`src/rtl/core/emwgs_sqrt.sv`:
```
// Pipelined integer square root, one root bit per register stage.
// No dependencies; used by the top level for the normal length and the sound speed.
module emwgs_sqrt #(
  parameter int W = 64
) (
  input  logic           clk,
  input  logic           en,
  input  logic [W-1:0]   din,
  output logic [W/2-1:0] root
);

  localparam int R = W / 2;

  logic [W-1:0] x_s [1:R-1];
  logic [R-1:0] r_s [1:R-1];
  logic [R-1:0] q_s [1:R];

  genvar k;
  generate
    for (k = 0; k < R; k++) begin : g_step
      logic [W-1:0] xin;
      logic [R-1:0] rin;
      logic [R-1:0] qin;
      logic [R+1:0] rt;
      logic [R+1:0] tr;
      logic         ge;

      if (k == 0) begin : g_first
        assign xin = din;
        assign rin = '0;
        assign qin = '0;
      end else begin : g_rest
        assign xin = x_s[k];
        assign rin = r_s[k];
        assign qin = q_s[k];
      end

      assign rt = {rin, xin[W-1:W-2]};
      assign tr = {qin, 2'b01};
      assign ge = (rt >= tr);

      always_ff @(posedge clk) begin
        if (en) begin
          q_s[k+1] <= {qin[R-2:0], ge};
        end
      end

      if (k < R - 1) begin : g_carry
        always_ff @(posedge clk) begin
          if (en) begin
            x_s[k+1] <= xin << 2;
            r_s[k+1] <= ge ? R'(rt - tr) : R'(rt);
          end
        end
      end
    end
  endgenerate

  assign root = q_s[R];

endmodule

```
`config.mk`:
```
export PLATFORM = sky130hd
export DESIGN_NAME = emwgs_sqrt
export DESIGN_NICKNAME = d
export VERILOG_FILES = /design/src/rtl/core/emwgs_sqrt.sv
export SDC_FILE = /design/constraint.sdc
export NUM_CORES = 2
export LEC_CHECK = 0
export BUFFER_PORTS_ARGS = -buffer_cell sky130_fd_sc_hd__buf_2
export CAP_MARGIN = 40
export CELL_PAD_IN_SITES_DETAIL_PLACEMENT = 1
export CELL_PAD_IN_SITES_GLOBAL_PLACEMENT = 1
export CORE_MARGIN = 3
export CORE_UTILIZATION = 55
export CTS_BUF_LIST = sky130_fd_sc_hd__clkbuf_4 sky130_fd_sc_hd__clkbuf_8
export DETAILED_ROUTE_END_ITERATION = 10
export HOLD_SLACK_MARGIN = 0.08
export PLACE_DENSITY_LB_ADDON = 0.15
export SYNTH_ARGS = -nofsm -noshare
export SYNTH_HDL_FRONTEND = slang
export SYNTH_SLANG_ARGS = --single-unit
```
`constraint.sdc`:
```
create_clock -name clk -period 4.2 [get_ports clk]
set_clock_uncertainty 0.1 [all_clocks]
set_input_delay 1.26 -clock clk [delete_from_list [all_inputs] [get_ports clk]]
set_output_delay 1.26 -clock clk [all_outputs]
set_load 0.02 [all_outputs]
```
==> impl_results.md <==
* Die span in x at 461 um
* Maximum number of pins on one net before global-route repair at 152
* Post_cts resized at 0
* Final net count at 9850
* Die Y at 461 um
* Unrepaired setup endpoints after global routing: no
* Max_slew headroom at 37.8%
* First-pass GRT wire length at 420000 um
* First-pass DRT Iterations at 6
* CP required at 4.90 ns
* Outcome: finished clean
* Dpl cells at 11500
* CP max FO at 18
* Rows at 166
* Primary FF master, synth: edfxtp_1
* Dpl ws at 0.0992 ns
* Least-Margin Pin Slew at 0.909 ns
* Starting Density at 55.5%
* Fillers at 20170
* Worst IR Drop VDD at 368 uV
* Crit path DAT at 4.75 ns
* H-tree depth at 5
* Hold_buf cts at 0
* Post-synth cell types at 94
* Pins Over Slew Limit at 0
* Global placer's final weighted congestion at 0.888
* Post-Syn Area at 0.114 mm2
* Syn-to-layout area delta at 11.0%
* Initial DRC Count at 4995
* Crit end category: flip-flop
* Sequential area share after synthesis at 64.9%
* CTS clock-pin slew for the worst setup and hold paths at 0.06 ns
* Worst min path class: primary input to flip-flop
* Die area at 0.213 mm2
* Synth warn at 0
* Synth async-reset ratio at 0%
* Setup repair bufs after CTS at 0
* Post-route worst setup slack at 0.150 ns
* Final setup vio count at 0
* Layout cells sized above 1 at 10.7%
* Buffers on Ports at 97
* Post-Syn Nets at 9342
* Mapped Cells at 8715
* CTS tree: yes
* Overall global routing resource usage at 25.1%
* Worst hold slack at 0.244 ns
* Fin. Hold Viols at 0
* Final min period at 4.05 ns
* Reg2Reg Depth at 12
* HPWL Detailed at 193000 um
* MaxCap Viol Count at 0
* DRC viols at 0
* Total CTS buffers at 409
* Leak at 49.3 nW
* Vias in the first global route at 75293
* Post-Route WL at 267000 um
* Post-synth EDFFs at 2466
* Critical path type: flip-flop to flip-flop
* Flops & latches, synth at 2466
* Root buf cell: clkbuf_8
* Via count at 70440
* Initial antenna violation count at 2
* PwrDens at 550 mW/mm2
* Num Clock Sinks at 2466
* Vias/cell at 5.77
* GRT overflow at 0
* Cell Count, Final, Fillers Out at 12207
* CTS Buffer Depth at 4
* Core ar. at 0.205 mm2
* Final worst-path cycle share at 96.4%
* Hold Path Depth at 1
* Num ports at 98
* Routed Antenna Nets at 0
* Worst-skew pair later-pin latency at 1.10 ns
* Post-route setup TNS at 0 ns
* WL/cell at 21.9 um
* Syn_area_per_cell at 13.1 um2
* Core Util, Final at 61.6%
* Fmax at 247 MHz
* Startpoint types: flip-flop
## final timing paths
| kind | end | slack, ns | start |
|---|---|---|---|
| hold reg to reg | x_s[11][25] | 0.28 | x_s[10][23] |
| hold / removal | x_s[1][16] | 0.24 | din[16] |
| setup reg to reg | r_s[1][454] | 0.15 | q_s[0][941] |
| setup / recovery | r_s[1][454] | 0.15 | q_s[0][941] |
## routing by layer
metal / vias up / GRT usage, % / part of all wire (%)
li1: 33324 / - / -
met1: 35178 / 31.0 / 41
met2: 1363 / 44.9 / 52
met3: 575 / 3.14 / 3.3
met4: 0 / 9.57 / 3.6
met5: - / 0 / 0
## synthesized netlist by cell type, drive strengths merged, types with 13 or more instances
cell | n | area [um2]
edfxtp | 2466 | 74100
and3 | 60 | 375
and2 | 38 | 238
nor4 | 114 | 719
o41ai | 15 | 131
nor2b | 87 | 544
xor2 | 356 | 3120
nor3b | 21 | 158
nor2 | 565 | 2120
o21ai | 393 | 1970
o31ai | 65 | 488
or2 | 56 | 350
o31a | 17 | 149
mux2 | 74 | 833
or3 | 80 | 500
ha | 561 | 7020
clkbuf | 135 | 507
a31oi | 54 | 344
nand3 | 136 | 681
a2111oi | 16 | 146
a41oi | 16 | 140
nand2b | 97 | 607
o211ai | 35 | 268
a21o | 259 | 1940
inv | 718 | 2700
nand4b | 13 | 114
buf | 17 | 83.8
nand2 | 520 | 1950
o21a | 99 | 743
a211oi | 29 | 223
or4 | 51 | 383
a21oi | 570 | 2850
nor3 | 186 | 931
o21bai | 47 | 353
and4 | 17 | 149
nand4 | 102 | 638
a21boi | 36 | 270
nand3b | 30 | 238
xnor2 | 419 | 3670
## critical path, stage by stage, from the launching register on
cell,delay [ns]
edfxtp_1,0.42
inv_1,0.07
ha_1,0.36
a211oi_1,0.27
nor2_1,0.10
or4_1,0.43
and3_1,0.19
a2111oi_1,0.55
buf_4,0.22
o31ai_1,0.15
a41o_1,0.29
buf_4,0.21
a21oi_1,0.41
## sequential cells by signal (all words and copies together) (netlist names)
signal and flops:
q_s 528, r_s 946, x_s 992
## final cells by class
type                       count  area (um2)  area share (%)
sequential                  2466       74100            58.5
timing repair buffer         249        2050            1.62
tap                         2688        3360            2.66
inverter                     720        2700            2.14
antenna                        6        15.0          0.0119
clock buffer                 521        6480            5.12
multi-input combinational   5377       36800            29.1
clock inverter               180        1120           0.884
## per-stage QoR
step / power (mW) / cell area (um2)
4_1_cts: 70.2 / 126000
3_5_place_dp: 49.6 / 119000
6_report: 69.6 / 127000
2_1_floorplan: 44.1 / 114000
5_1_grt: 73.3 / 127000
3_3_place_gp: 48.8 / 119000
## where the power goes
group / internal, mW / switching [mW] / total (mW)
Sequential: 31.3 / 2.32 / 33.6
Clock: 10.8 / 9.40 / 20.2
Combinational: 6.54 / 9.17 / 15.7
## layout by cell type, fill, tap and decap left out, types with 51 or more instances in the layout
cell	instances
ha_1	561
buf_4	117
nor2b_1	87
clkbuf_8	411
xnor2_1	419
or3_1	80
edfxtp_1	2466
and3_1	60
nand2b_1	97
clkinv_2	55
nor4_1	110
a21oi_1	569
o21ai_0	382
clkbuf_4	110
a31oi_1	52
nor3_1	185
xor2_1	356
or2_2	56
or4_1	51
clkinv_1	107
buf_2	97
nand3_1	136
nor2_1	563
a21o_1	259
nand2_1	520
o21a_1	99
inv_1	715
o31ai_1	64
nand4_1	102
mux2_2	74
## cells by family after synthesis
logic type                 Yosys count  synth area share, %
AOI/OAI and AO/OA                 1747                 9.56
xor gates and xnor gates           775                 5.95
adders and majority gates          561                 6.16
buffers and inverters              872                 2.89
DFF                               2466                 64.9
muxes                               86                0.836
other                                1              0.00329
and+or+nand+nor                   2207                 9.66
(Power assumes the default switching activity.)
