$ cat config.mk
export PLATFORM = sky130hd
export DESIGN_NAME = emwgs_div
export DESIGN_NICKNAME = d
export VERILOG_FILES = /design/src/rtl/core/emwgs_div.sv
export SDC_FILE = /design/constraint.sdc
export NUM_CORES = 2
export LEC_CHECK = 0
export BUFFER_PORTS_ARGS = -buffer_cell sky130_fd_sc_hd__buf_2
export CAP_MARGIN = 10
export CORE_MARGIN = 5
export CORE_UTILIZATION = 45
export DETAILED_ROUTE_END_ITERATION = 7
export PLACE_DENSITY = 0.71
export SLEW_MARGIN = 20
export SYNTH_ARGS = -nofsm -noshare
export SYNTH_HDL_FRONTEND = slang
export SYNTH_SLANG_ARGS = --single-unit
export TNS_END_PERCENT = 50
$ cat constraint.sdc
create_clock -name clk -period 4.9 [get_ports clk]
set_clock_uncertainty 0.15 [all_clocks]
set_input_delay 0.98 -clock clk [delete_from_list [all_inputs] [get_ports clk]]
set_output_delay 0.98 -clock clk [all_outputs]
set_load 0.02 [all_outputs]
$ cat src/rtl/core/emwgs_div.sv
// Pipelined restoring divider, one quotient bit per register stage.
// No dependencies; the dividend must be below the divisor times two to the QB.
module emwgs_div #(
  parameter int NW = 62,
  parameter int DW = 31,
  parameter int QB = 31
) (
  input  logic          clk,
  input  logic          en,
  input  logic [NW-1:0] num,
  input  logic [DW-1:0] den,
  output logic [QB-1:0] quo
);

  logic [DW-1:0] rem_s [1:QB-1];
  logic [QB-1:0] lo_s  [1:QB-1];
  logic [DW-1:0] den_s [1:QB-1];
  logic [QB-1:0] quo_s [1:QB];

  genvar k;
  generate
    for (k = 0; k < QB; k++) begin : g_step
      logic [DW-1:0] rin;
      logic [QB-1:0] lin;
      logic [DW-1:0] dv;
      logic [QB-1:0] qin;
      logic [DW:0]   t;
      logic [DW:0]   diff;
      logic          ge;

      if (k == 0) begin : g_first
        assign rin = DW'(num[NW-1:QB]);
        assign lin = num[QB-1:0];
        assign dv  = den;
        assign qin = '0;
      end else begin : g_rest
        assign rin = rem_s[k];
        assign lin = lo_s[k];
        assign dv  = den_s[k];
        assign qin = quo_s[k];
      end

      assign t    = {rin, lin[QB-1]};
      assign diff = t - {1'b0, dv};
      assign ge   = (t >= {1'b0, dv});

      always_ff @(posedge clk) begin
        if (en) begin
          quo_s[k+1] <= {qin[QB-2:0], ge};
        end
      end

      if (k < QB - 1) begin : g_carry
        always_ff @(posedge clk) begin
          if (en) begin
            rem_s[k+1] <= ge ? diff[DW-1:0] : t[DW-1:0];
            lo_s[k+1]  <= lin << 1;
            den_s[k+1] <= dv;
          end
        end
      end
    end
  endgenerate

  assign quo = quo_s[QB];

endmodule

==> impl_metrics.csv <==
group,metric,value,unit
outcome,status,"finished, final reports clean",
critical_path,crit_chain,"ha_1 -> fa_1 -> nor2b_1 -> o31a_1 -> o21ai_0 -> a31oi_1 -> or2_2 -> a21boi_0 -> a2111oi_0 -> o2111ai_1 -> nand2_2 -> mux2_2",
critical_path,cp_slowest_cell,"a2111oi_0",
critical_path,r2r_slack,390,ps
synth,async_flop_share,0,
power,p_switching,37.5,mW
layout,fillCellCount,26940,
sta,fin_setup_tns,0,ps
critical_path,slowest_delay,710,ps
clock_tree,cts_buffers,312,
synth,synth_edf_count,2821,
synth,synth_warnings,0,
grt,track_usage,0.170,
synth,yosysSeqAreaShare,0.593,
grt,overflow,0,
critical_path,crit_path_max_fanout,32,
critical_path,worstSetupEndpointType,"register",
grt,antenna_found_initial,3,
floorplanning,dieArea,0.329,mm^2
grt,grt_pass1_wl,458000,um
clock_tree,h-tree-depth,5,
power,pwr-share-seq,0.365,
synth,ys.flop_type,"edfxtp_1",
layout,area_growth,12.1,%
place,numPortBuffers,125,
drt,viasPerCell,5.33,
drt,wl,288000,um
clock_tree,cts_hold_buf,0,
synth,synth_cell_types,87,
place,gp_congestion,0.927,
synth,syn_area,0.143,mm^2
synth,synth-seq-cells,2821,
sta,fmax,222,MHz
power,switching_share,0.356,
critical_path,setup.worst_path.start,"den_s[0][248]",
power,p_int,67.9,mW
drt,antenna_left,0,
clock_tree,post-cts-setup-buffers,0,
floorplanning,initial_core_util,0.450,
synth,synth_area_leaders,"edfxtp_1 59%, ha_1 8.4%, inv_1 3.2%, a21oi_1 3.1%, o21ai_0 3.0%",
critical_path,reg2reg_from,"den_s[0][248]",
clock_tree,clk_pin_slew,60,ps
flow_run,max_cap_viol_count,0,
power,combPwrFrac,0.416,
place,dpl_cell_area,0.150,mm^2
sta,min_period,4510,ps
floorplanning,die_h,574,um
critical_path,worstSetupStartpointType,"register",
critical_path,reg2regPathDepth,12,
sta,finalCritPeriodShare,0.921,
critical_path,critPathRequiredTime,5350,ps
hold_path,hold_class,"primary input to register",
clock_tree,ctsResizeCount,0,
sta,rsz0062_at_grt,"no",
place,dp_hpwl,213000,um
grt,grt_max_degree,122,
synth,post-synth-top-area-cell,"edfxtp_1",
grt,grt_pass1_vias,85842,
critical_path,reg2reg_to,"rem_s[0][282]",
power,p_per_area,658,mW/mm^2
clock_tree,clkLatencyLatePin,900,ps
synth,avgSynthCellArea,12.2,um^2
drt,drt_iter0_drc,6100,
drt,dr_total_vias,88166,
drt,drc_errors,0,
sta,worstMarginPinSlew,1020,ps
layout,final_area,0.160,mm^2
synth,synth_nets,12809,
clock_tree,numClockSinks,2821,
power,p_leak,64.2,nW
layout,nets,13194,
layout,drive_gt1_frac,0.0920,
drt,first_pass_iters,6,
power,peakVddDrop,0.352,mV
sta,finalMaxSlewViolations,0,
floorplanning,io-pin-count,126,
sta,setup_viol,0,
power,clkPwrFrac,0.220,
sta,max_slew_margin,0.315,
critical_path,critPathKind,"register to register",
clock_tree,cts_tree,"built",
critical_path,crit_path_end,"rem_s[0][282]",
critical_path,arrival,4960,ps
drt,wl_per_cell,17.4,um
clock_tree,cts_root_buffer,"clkbuf_16",
synth,synth_top_area_share,0.593,
sta,hold_viol,0,
floorplanning,rows,207,
synth,synth_cells,11723,
clock_tree,clockBufferDepth,4,
floorplanning,fp.coreArea,0.317,mm^2
floorplanning,die-width,574,um
==> metal layers <==
metal / global-route usage / up-vias / part of all wire
li1: - / 43868 / -
met3: 0.0224 / 535 / 0.039
met5: 0 / - / 0
met1: 0.210 / 41895 / 0.42
met4: 0.0564 / 0 / 0.035
met2: 0.306 / 1868 / 0.51
==> state kept, by name, summed over array words and instances (netlist names) <==
| name | count |
|---|---|
| lo_s | 465 |
| quo_s | 496 |
| rem_s | 930 |
| den_s | 930 |
==> how the worst min path moves through the flow <==
stage                             start            end  slack, ps  cells past startpoint
after global placement    quo_s[0][413]  quo_s[0][445]        250                      0
after global routing            num[26]    lo_s[0][56]         40                      1
final                           num[26]    lo_s[0][56]        100                      1
after floorplan             lo_s[0][69]   lo_s[0][100]        250                      0
after detailed placement    lo_s[0][75]   lo_s[0][106]        250                      0
after CTS                       num[26]    lo_s[0][56]         20                      1
==> through the flow <==
| step | hold slack (ps) | total power [mW] | std cells | worst slack [ps] | utilization |
|---|---|---|---|---|---|
| floorplan | 250 | 70.7 | 11723 | 906 | - |
| global placement | 250 | 81.4 | 15973 | 404 | 0.473 |
| detailed placement | 255 | 82.2 | 15974 | 452 | 0.473 |
| CTS | 15.0 | 106 | 16534 | 403 | 0.505 |
| global route | 44.1 | 113 | 16536 | 112 | 0.505 |
| finish | 105 | 105 | 16539 | 389 | 0.505 |
==> final cells by class <==
type / instances / area (um^2) / share of cell area
multi-input combinational: 7482 / 53000 / 0.331
clock inverter: 191 / 2000 / 0.0125
inverter: 1204 / 4520 / 0.0282
clock buffer: 369 / 8130 / 0.0507
antenna: 5 / 12.5 / 0.0000781
sequential: 2821 / 84700 / 0.529
tap: 4180 / 5230 / 0.0326
timing repair buffer: 287 / 2550 / 0.0159
==> cell families (layout without fill, tap and decap cells) <==
logic type      Yosys count  in the layout  share of synthesized area
fa+ha+maj               991            991                     0.0883
compound gates         3026           3026                      0.130
simple gates           2353           2353                     0.0778
flops                  2821           2821                      0.593
other cells               0              5                          0
xor+xnor                793            793                     0.0486
buf+inv                1420           2051                     0.0377
mux                     319            319                     0.0249
==> layout by cell type (no fill, tap or decap), types with 23 or more instances in the layout <==
| cell type | instances |
|---|---|
| a211o_1 | 24 |
| a211oi_1 | 72 |
| a21boi_0 | 49 |
| a21o_1 | 456 |
| a21oi_1 | 878 |
| a31oi_1 | 100 |
| and2_1 | 43 |
| and3_1 | 62 |
| and4_1 | 33 |
| buf_12 | 55 |
| buf_2 | 124 |
| buf_4 | 107 |
| bufinv_16 | 31 |
| clkbuf_1 | 52 |
| clkbuf_16 | 317 |
| clkinv_1 | 54 |
| clkinv_2 | 46 |
| edfxtp_1 | 2821 |
| fa_1 | 30 |
| ha_1 | 961 |
| inv_1 | 1204 |
| mux2_2 | 296 |
| nand2_1 | 844 |
| nand2b_1 | 146 |
| nand3_1 | 145 |
| nand4_1 | 136 |
| nor2_1 | 550 |
| nor2b_1 | 148 |
| nor3_1 | 98 |
| nor4_1 | 30 |
| o211ai_1 | 36 |
| o21a_1 | 135 |
| o21ai_0 | 863 |
| o21bai_1 | 90 |
| o31a_1 | 23 |
| o31ai_1 | 65 |
| or2_2 | 35 |
| or3_1 | 24 |
| xnor2_1 | 441 |
| xor2_1 | 352 |
==> power groups by stage <==
| stage | clock (mW) | combinational, mW | sequential, mW |
|---|---|---|---|
| 5_1_grt | 24.8 | 48.8 | 38.9 |
| 3_3_place_gp | 0 | 42.6 | 38.9 |
| 6_report | 23.1 | 43.8 | 38.4 |
| 3_5_place_dp | 0 | 43.3 | 38.9 |
| 4_1_cts | 23.8 | 43.7 | 38.5 |
| 2_1_floorplan | 0 | 33.7 | 36.9 |
==> cell usage after synthesis (13+ instances only) <==
master and count:
edfxtp_1 2821, inv_1 1204, ha_1 961, a21oi_1 881
o21ai_0 865, nand2_1 845, nor2_1 550, a21o_1 457
xnor2_1 441, xor2_1 352, mux2_2 296, clkbuf_1 165
nor2b_1 148, nand2b_1 146, nand3_1 146, nand4_1 136
o21a_1 135, a31oi_1 103, nor3_1 98, o21bai_1 90
a211oi_1 72, o31ai_1 65, and3_1 62, a21boi_0 49
and2_1 43, buf_2 37, o211ai_1 36, or2_2 35
and4_1 33, fa_1 30, nor4_1 30, a211o_1 24
o31a_1 24, or3_1 24, a31o_2 22, mux2i_1 22
o2111ai_1 21, o21ai_1 20, a2111oi_0 18, a221o_1 17
o41ai_1 14, a311oi_1 13, nand3b_1 13, or4_1 13
==> critical path, delay by kind of cell, from the launching register on <==
family          cells  cell delay [ps]
simple gates        3              910
compound gates      6             1650
mux                 1              410
fa+ha+maj           2              650
flops               1              420
No activity file was read; power rests on OpenSTA's default activity.
